$ cat src/hw/rtl/pdmem_pkg.sv
// ----------------------------------------------------------------------------
// pdmem_pkg
// Shared constants, types and the bit-count function of the PDM density and
// energy meter.
// ----------------------------------------------------------------------------
`default_nettype none

package pdmem_pkg;

  localparam int unsigned FrameWords = 64;
  localparam int unsigned PosW       = $clog2(FrameWords);
  localparam int unsigned WordW      = 16;
  localparam int unsigned CntW       = $clog2(WordW + 1);
  localparam int unsigned OnesW      = 7;
  localparam int unsigned DevW       = 6;
  localparam int unsigned SqW        = 2 * DevW;
  localparam int unsigned SumW       = 15;
  localparam int unsigned LevelW     = 11;
  localparam int unsigned EnergyShift = 4;
  localparam int unsigned OutDataW   = 16;

  localparam logic [OnesW-1:0] GroupCenter = OnesW'(32);
  localparam logic [SumW-1:0]  EnergyMax   = {SumW{1'b1}};
  localparam logic [PosW-1:0]  LastPos     = PosW'(FrameWords - 1);

  typedef enum logic {
    MODE_ENERGY  = 1'b0,
    MODE_DENSITY = 1'b1
  } mode_e;

  // staged beat between the bit-count stage and the accumulator
  typedef struct packed {
    logic            vld;
    logic [CntW-1:0] ones;
  } stage_t;

  function automatic logic [CntW-1:0] popcount(input logic [WordW-1:0] w);
    logic [CntW-1:0] n;
    n = '0;
    for (int b = 0; b < WordW; b++) begin
      n = n + CntW'(w[b]);
    end
    return n;
  endfunction

endpackage

`default_nettype wire

$ cat src/hw/rtl/pdm_density_energy_meter.sv
// ----------------------------------------------------------------------------
// pdm_density_energy_meter
// Ones density and frame energy of a PDM microphone stream.
// ----------------------------------------------------------------------------
// Takes one 16-bit PDM word per cycle; the word that closes a result passes
// through the bit-count register, then the result register. In energy mode
// one result per 64-word frame: the saturated sum of squared deviations of
// each four-word ones count from 32, shifted right by 4. In density mode one
// result per word pair: the pair's ones count. tlast marks the result made by
// the last word of a frame. The rate is one word per cycle; it drops only when
// a result waits in the output register and the next word would make another.
// The user writes density_mode via cfg_we_i only while idle; not enforced.
`default_nettype none

module pdm_density_energy_meter (
  input  wire         clk_i,
  input  wire         rst_ni,
  input  wire         cfg_we_i,
  input  wire         cfg_wdata_i,      // density_mode
  input  wire         s_axis_tvalid_i,
  output logic        s_axis_tready_o,
  input  wire  [15:0] s_axis_tdata_i,   // [15:0] pdm_word
  output logic        m_axis_tvalid_o,
  input  wire         m_axis_tready_i,
  output logic [15:0] m_axis_tdata_o,   // [10:0] level_value, [15:11] zero
  output logic        m_axis_tlast_o    // last_of_frame
);
  import pdmem_pkg::*;

  mode_e             mode_q;
  stage_t            stage;
  logic              take;
  logic [LevelW-1:0] level;

  always_ff @(posedge clk_i or negedge rst_ni) begin
    if (!rst_ni) begin
      mode_q <= MODE_ENERGY;
    end else if (cfg_we_i) begin
      mode_q <= mode_e'(cfg_wdata_i);
    end
  end

  pdmem_popcnt u_popcnt (
    .clk_i           (clk_i),
    .rst_ni          (rst_ni),
    .s_axis_tvalid_i (s_axis_tvalid_i),
    .s_axis_tready_o (s_axis_tready_o),
    .s_axis_tdata_i  (s_axis_tdata_i),
    .take_i          (take),
    .stage_o         (stage)
  );

  pdmem_accum u_accum (
    .clk_i           (clk_i),
    .rst_ni          (rst_ni),
    .mode_i          (mode_q),
    .stage_i         (stage),
    .take_o          (take),
    .m_axis_tvalid_o (m_axis_tvalid_o),
    .m_axis_tready_i (m_axis_tready_i),
    .level_o         (level),
    .last_o          (m_axis_tlast_o)
  );

  assign m_axis_tdata_o = {(OutDataW - LevelW)'(0), level};

  // input stalls only behind a staged beat blocked by a waiting result
  a_stall_cause : assert property (@(posedge clk_i) disable iff (!rst_ni)
    !s_axis_tready_o |-> (stage.vld && m_axis_tvalid_o && !m_axis_tready_i))
    else $error("input stalled without a blocked result");

  // a new result always comes from a staged beat
  a_result_source : assert property (@(posedge clk_i) disable iff (!rst_ni)
    $rose(m_axis_tvalid_o) |-> $past(stage.vld && take))
    else $error("result appeared without a staged beat");

  // the accumulator takes a beat only when the stage holds one
  a_take_free : assert property (@(posedge clk_i) disable iff (!rst_ni)
    take |-> stage.vld)
    else $error("accumulator took an empty stage");

endmodule

`default_nettype wire

$ cat src/hw/rtl/pdmem_popcnt.sv
// ----------------------------------------------------------------------------
// pdmem_popcnt
// Input register: counts the ones of each accepted PDM word and holds the
// count until the accumulator takes it.
// ----------------------------------------------------------------------------
`default_nettype none

module pdmem_popcnt (
  input  wire                          clk_i,
  input  wire                          rst_ni,
  input  wire                          s_axis_tvalid_i,
  output logic                         s_axis_tready_o,
  input  wire [pdmem_pkg::WordW-1:0]   s_axis_tdata_i,
  input  wire                          take_i,
  output pdmem_pkg::stage_t            stage_o
);
  import pdmem_pkg::*;

  logic            vld_q;
  logic [CntW-1:0] ones_q;
  logic            load;

  assign load            = !vld_q || take_i;
  assign s_axis_tready_o = load;

  always_ff @(posedge clk_i or negedge rst_ni) begin
    if (!rst_ni) begin
      vld_q <= 1'b0;
    end else if (load) begin
      vld_q <= s_axis_tvalid_i;
    end
  end

  always_ff @(posedge clk_i) begin
    if (load && s_axis_tvalid_i) begin
      ones_q <= popcount(s_axis_tdata_i);
    end
  end

  assign stage_o.vld  = vld_q;
  assign stage_o.ones = ones_q;

endmodule

`default_nettype wire

$ cat src/hw/rtl/pdmem_accum.sv
// ----------------------------------------------------------------------------
// pdmem_accum
// Frame accumulator: tracks the word position, the open group count and the
// frame energy, and drives the result register.
// ----------------------------------------------------------------------------
`default_nettype none

module pdmem_accum (
  input  wire                           clk_i,
  input  wire                           rst_ni,
  input  wire pdmem_pkg::mode_e         mode_i,
  input  wire pdmem_pkg::stage_t        stage_i,
  output logic                          take_o,
  output logic                          m_axis_tvalid_o,
  input  wire                           m_axis_tready_i,
  output logic [pdmem_pkg::LevelW-1:0]  level_o,
  output logic                          last_o
);
  import pdmem_pkg::*;

  logic [PosW-1:0]   pos_q, pos_d;
  logic [OnesW-1:0]  group_q, group_d;
  logic [SumW-1:0]   sum_q, sum_d;
  logic              out_vld_q;
  logic [LevelW-1:0] level_q, level_d;
  logic              last_q;

  logic              frame_end, group_end, pair_end, emits, out_free;
  logic [OnesW-1:0]  ones;
  logic [DevW-1:0]   dev;
  logic [SqW-1:0]    sq;
  logic [SumW:0]     sum_wide;
  logic [SumW-1:0]   sum_sat;

  assign frame_end = (pos_q == LastPos);
  assign group_end = (pos_q[1:0] == 2'b11) || frame_end;
  assign pair_end  = pos_q[0] || frame_end;
  assign ones      = group_q + OnesW'(stage_i.ones);

  // absolute deviation from the group center, then its square
  always_comb begin
    if (ones > GroupCenter) begin
      dev = DevW'(ones - GroupCenter);
    end else begin
      dev = DevW'(GroupCenter - ones);
    end
  end
  assign sq       = dev * dev;
  assign sum_wide = {1'b0, sum_q} + (SumW+1)'(sq);
  assign sum_sat  = sum_wide[SumW] ? EnergyMax : sum_wide[SumW-1:0];

  assign emits    = (mode_i == MODE_DENSITY) ? pair_end : frame_end;
  assign out_free = !out_vld_q || m_axis_tready_i;
  assign take_o   = stage_i.vld && (!emits || out_free);

  always_comb begin
    pos_d   = pos_q;
    group_d = group_q;
    sum_d   = sum_q;
    level_d = LevelW'(ones);
    if (mode_i == MODE_ENERGY) begin
      if (group_end) begin
        group_d = '0;
        sum_d   = sum_sat;
      end else begin
        group_d = ones;
      end
      level_d = LevelW'(sum_sat >> EnergyShift);
    end else begin
      group_d = pair_end ? '0 : ones;
    end
    if (frame_end) begin
      pos_d = '0;
      sum_d = '0;
    end else begin
      pos_d = pos_q + PosW'(1);
    end
  end

  always_ff @(posedge clk_i or negedge rst_ni) begin
    if (!rst_ni) begin
      pos_q     <= '0;
      group_q   <= '0;
      sum_q     <= '0;
      out_vld_q <= 1'b0;
    end else begin
      if (take_o) begin
        pos_q   <= pos_d;
        group_q <= group_d;
        sum_q   <= sum_d;
      end
      if (out_free) begin
        out_vld_q <= take_o && emits;
      end
    end
  end

  always_ff @(posedge clk_i) begin
    if (take_o && emits) begin
      level_q <= level_d;
      last_q  <= frame_end;
    end
  end

  assign m_axis_tvalid_o = out_vld_q;
  assign level_o         = level_q;
  assign last_o          = last_q;

endmodule

`default_nettype wire

$ cat config.mk
export PLATFORM = sky130hd
export DESIGN_NAME = pdm_density_energy_meter
export DESIGN_NICKNAME = d
export VERILOG_FILES = /design/src/hw/rtl/pdmem_pkg.sv /design/src/hw/rtl/pdm_density_energy_meter.sv /design/src/hw/rtl/pdmem_popcnt.sv /design/src/hw/rtl/pdmem_accum.sv
export SDC_FILE = /design/constraint.sdc
export NUM_CORES = 1
export LEC_CHECK = 0
export BUFFER_PORTS_ARGS = -buffer_cell sky130_fd_sc_hd__buf_4
export CAP_MARGIN = 10
export CORE_ASPECT_RATIO = 0.5
export CORE_MARGIN = 4
export CORE_UTILIZATION = 60
export CTS_CLUSTER_DIAMETER = 200
export DETAILED_ROUTE_END_ITERATION = 8
export HOLD_SLACK_MARGIN = 0.05
export PLACE_DENSITY_LB_ADDON = 0.25
export SYNTH_ARGS = -nofsm -noshare
export SYNTH_HDL_FRONTEND = slang
export SYNTH_HIERARCHICAL = 1
export SYNTH_SLANG_ARGS = --single-unit
$ cat constraint.sdc
create_clock -name clk_i -period 9.8 [get_ports clk_i]
set_input_delay 0.98 -clock clk_i [delete_from_list [all_inputs] [get_ports clk_i]]
set_output_delay 0.98 -clock clk_i [all_outputs]
set_load 0.005 [all_outputs]
==> reports/qor.yml <==
dp.cells: 545
cp_max_fo: 8
synth-async-reset-ratio_pct: 64.58
clkTransAtPathRegs_ns: 0.07
gr-total-overflow: 0
setup_viol: 0
pin_count: 41
grt_use_met1_pct: 27.95
gp_congestion: 0.8533
synth_seq_cells: 48
tns_ns: 0
insertion_delay_ns: 0.30
clock_path_buffers: 2
worst_r2r_path_depth: 21
stdcell_area_um2: 4608
stdcell_count: 553
cts_setup_buffers: 0
critPathRequiredTime_ns: 9.80
final_antenna_net_count: 0
finalHoldViolCount: 0
fin_crit_ns: 6.948
wl_per_cell_um: 15.68
place_hpwl_um: 6691
htree_levels: 2
regArea_um2: 1286
post_drt_via_cell_ratio: 5.676
layout-drive-gt1-share_pct: 14.53
fmax_mhz: 143.9
final_util_pct: 69.05
numCtsBuffers: 5
antenna_found_initial: 0
synth_cell_types: 69
worst_setup_path_start_kind: "register"
path_class: "reg -> reg"
cts_hold_buf: 0
hp-class: "reg -> reg"
outcome: "finished clean"
gr-usage-met2_pct: 37.77
maxCapViolCount: 0
slew_viol_final: 0
layout.nets: 543
worstMarginPinSlew_ns: 0.6455
initial_core_util_pct: 61.68
synthTopCellsByCount: "inv_1 (72), nand2_1 (37), ha_1 (35), dfrtp_1 (31), fa_1 (26)"
die_w_um: 125.1
slew_headroom_pct: 56.76
rsz0062_at_grt: "false"
fillerInstances: 540
syn_inst: 426
synth_top_cell_by_area: "dfrtp_1"
cts_resized: 0
cts_tree: "built"
vias: 3139
grt_pass1_wl_um: 14280
grt_usage_pct: 21.61
synth_edf_count: 17
synthFlopType: "dfrtp_1"
core_area_um2: 6674
regToRegEndpoint: "u_accum/level_o[3]"
postSynthAreaPerCell_um2: 9.663
clock-sinks: 48
drc: 0
diodes: 0
syn2layout_area_growth_pct: 11.95
grt_max_degree: 32
yosysTopAreaCellShare_pct: 18.84
root_buffer: "clkbuf_16"
wl_um: 8671
yosysMostFrequentCell: "inv_1"
drt-pass1-iter-count: 5
cp.arrival_ns: 6.95
drt_iter0_drc: 173
port_buffers: 35
end_kind: "register"
yosysSeqAreaShare_pct: 31.25
grt_pass1_vias: 3036
r2r-start: "u_accum/group_q[0]"
busiest_layer: "met2"
multi_input_area_um2: 2501
ys_warn_count: 6
finalClockSkew_ns: 0.006391
grt_use_met3_pct: 5.284
num_rows: 21
worstHoldStart: "u_accum/pos_q[2]"
syn-cell-area_um2: 4116
synth_area_leaders: "dfrtp_1 (19%), fa_1 (13%), edfxtp_1 (12%)"
placed_area_um2: 4443
min_to: "u_accum/pos_q[2]"
fin_crit_sh_pct: 70.90
die_h_um: 66.57
holdPathStages: 1
regToRegSetupSlack_ns: 2.85
die_area_um2: 8331
[logic make-up (layout without fill, tap and decap cells)]
family	Yosys count	count (layout)	share of synthesized area, %
mux	4	4	1.094
xor+xnor	21	21	5.198
simple gates	113	113	14.10
flops	48	48	31.25
fa+ha+maj	61	61	23.28
compound gates	93	93	16.63
other cells	1	5	0.09110
buf+inv	85	116	8.359
[layer usage]
layer | share of wire (%) | wire (µm) | vias to the layer above
met5 | 0 | 0 | -
met4 | 1.2 | 108 | 0
met3 | 6.6 | 575 | 13
met2 | 47 | 4080 | 96
met1 | 45 | 3907 | 1494
li1 | - | - | 1536
[layout make-up]
type	count	area share [%]
clock buffer	6	3.258
clock inverter	2	0.3258
inverter	72	5.865
multi-input combinational	297	54.28
sequential	48	27.91
tap	92	2.498
timing repair buffer	36	5.865
[sequential cells by signal, indices dropped and copies added (netlist names)]
register,count
mode_q,1
u_accum/group_q,7
u_accum/last_o,1
u_accum/level_o,11
u_accum/m_axis_tvalid_o,1
u_accum/pos_q,6
u_accum/sum_q,15
u_popcnt/ones_q,5
u_popcnt/vld_q,1
[critical path, stage by stage (launching register included)]
cell and delay (ns):
dfrtp_1 0.35, ha_1 0.18, inv_1 0.06, fa_1 0.41, and2b_1 0.23, o22a_2 0.17
xor2_1 0.11, o311ai_0 0.47, mux2i_1 0.53, nor2_1 0.12, fa_1 0.55, inv_1 0.07
fa_1 0.53, inv_1 0.05, fa_1 0.56, fa_1 0.42, ha_1 0.37, a21oi_1 0.24
a31oi_1 0.18, a41o_1 0.33, a31oi_1 0.55, a22oi_1 0.16
[placed cells by master, fill, tap and decap left out, drive strengths merged, types with 3 or more instances in the layout]
master   n
a211oi   3
a21o     7
a21oi   16
a221o    4
a22oi    7
a31oi    5
and2     5
and3     6
buf     36
clkbuf   6
conb     5
dfrtp   31
edfxtp  17
fa      26
ha      35
inv     74
mux2i    3
nand2   37
nand2b   5
nand3   11
nor2    17
nor2b    6
nor3     7
nor3b    3
o211ai   6
o21ai   18
o221ai   6
o22ai    4
or2      4
or3      4
xnor2   14
xor2     7
[worst max-delay path by stage]
| stage | slack, ns | cells past startpoint | start | to |
|---|---|---|---|---|
| 2_1_floorplan | 3.51 | 22 | u_accum/group_q[0] | u_accum/level_o[0] |
| 3_3_place_gp | 3.14 | 21 | u_accum/group_q[0] | u_accum/level_o[5] |
| 3_5_place_dp | 3.02 | 21 | u_accum/group_q[0] | u_accum/level_o[6] |
| 4_1_cts | 2.87 | 21 | u_accum/group_q[0] | u_accum/level_o[6] |
| 5_1_grt | 2.52 | 21 | u_accum/group_q[0] | u_accum/level_o[6] |
| 6_report | 2.85 | 21 | u_accum/group_q[0] | u_accum/level_o[3] |
[stage by stage]
step | hold slack (ns) | worst slack [ns]
2_1_floorplan | 0.4511 | 3.508
3_3_place_gp | 0.4688 | 3.144
3_5_place_dp | 0.4772 | 3.025
4_1_cts | 0.4911 | 2.875
5_1_grt | 0.5325 | 2.517
6_report | 0.4891 | 2.852
Power is left out: the tool's default activity adds up to more than one toggle a clock period on the data nets, which glitch-free logic cannot reach.
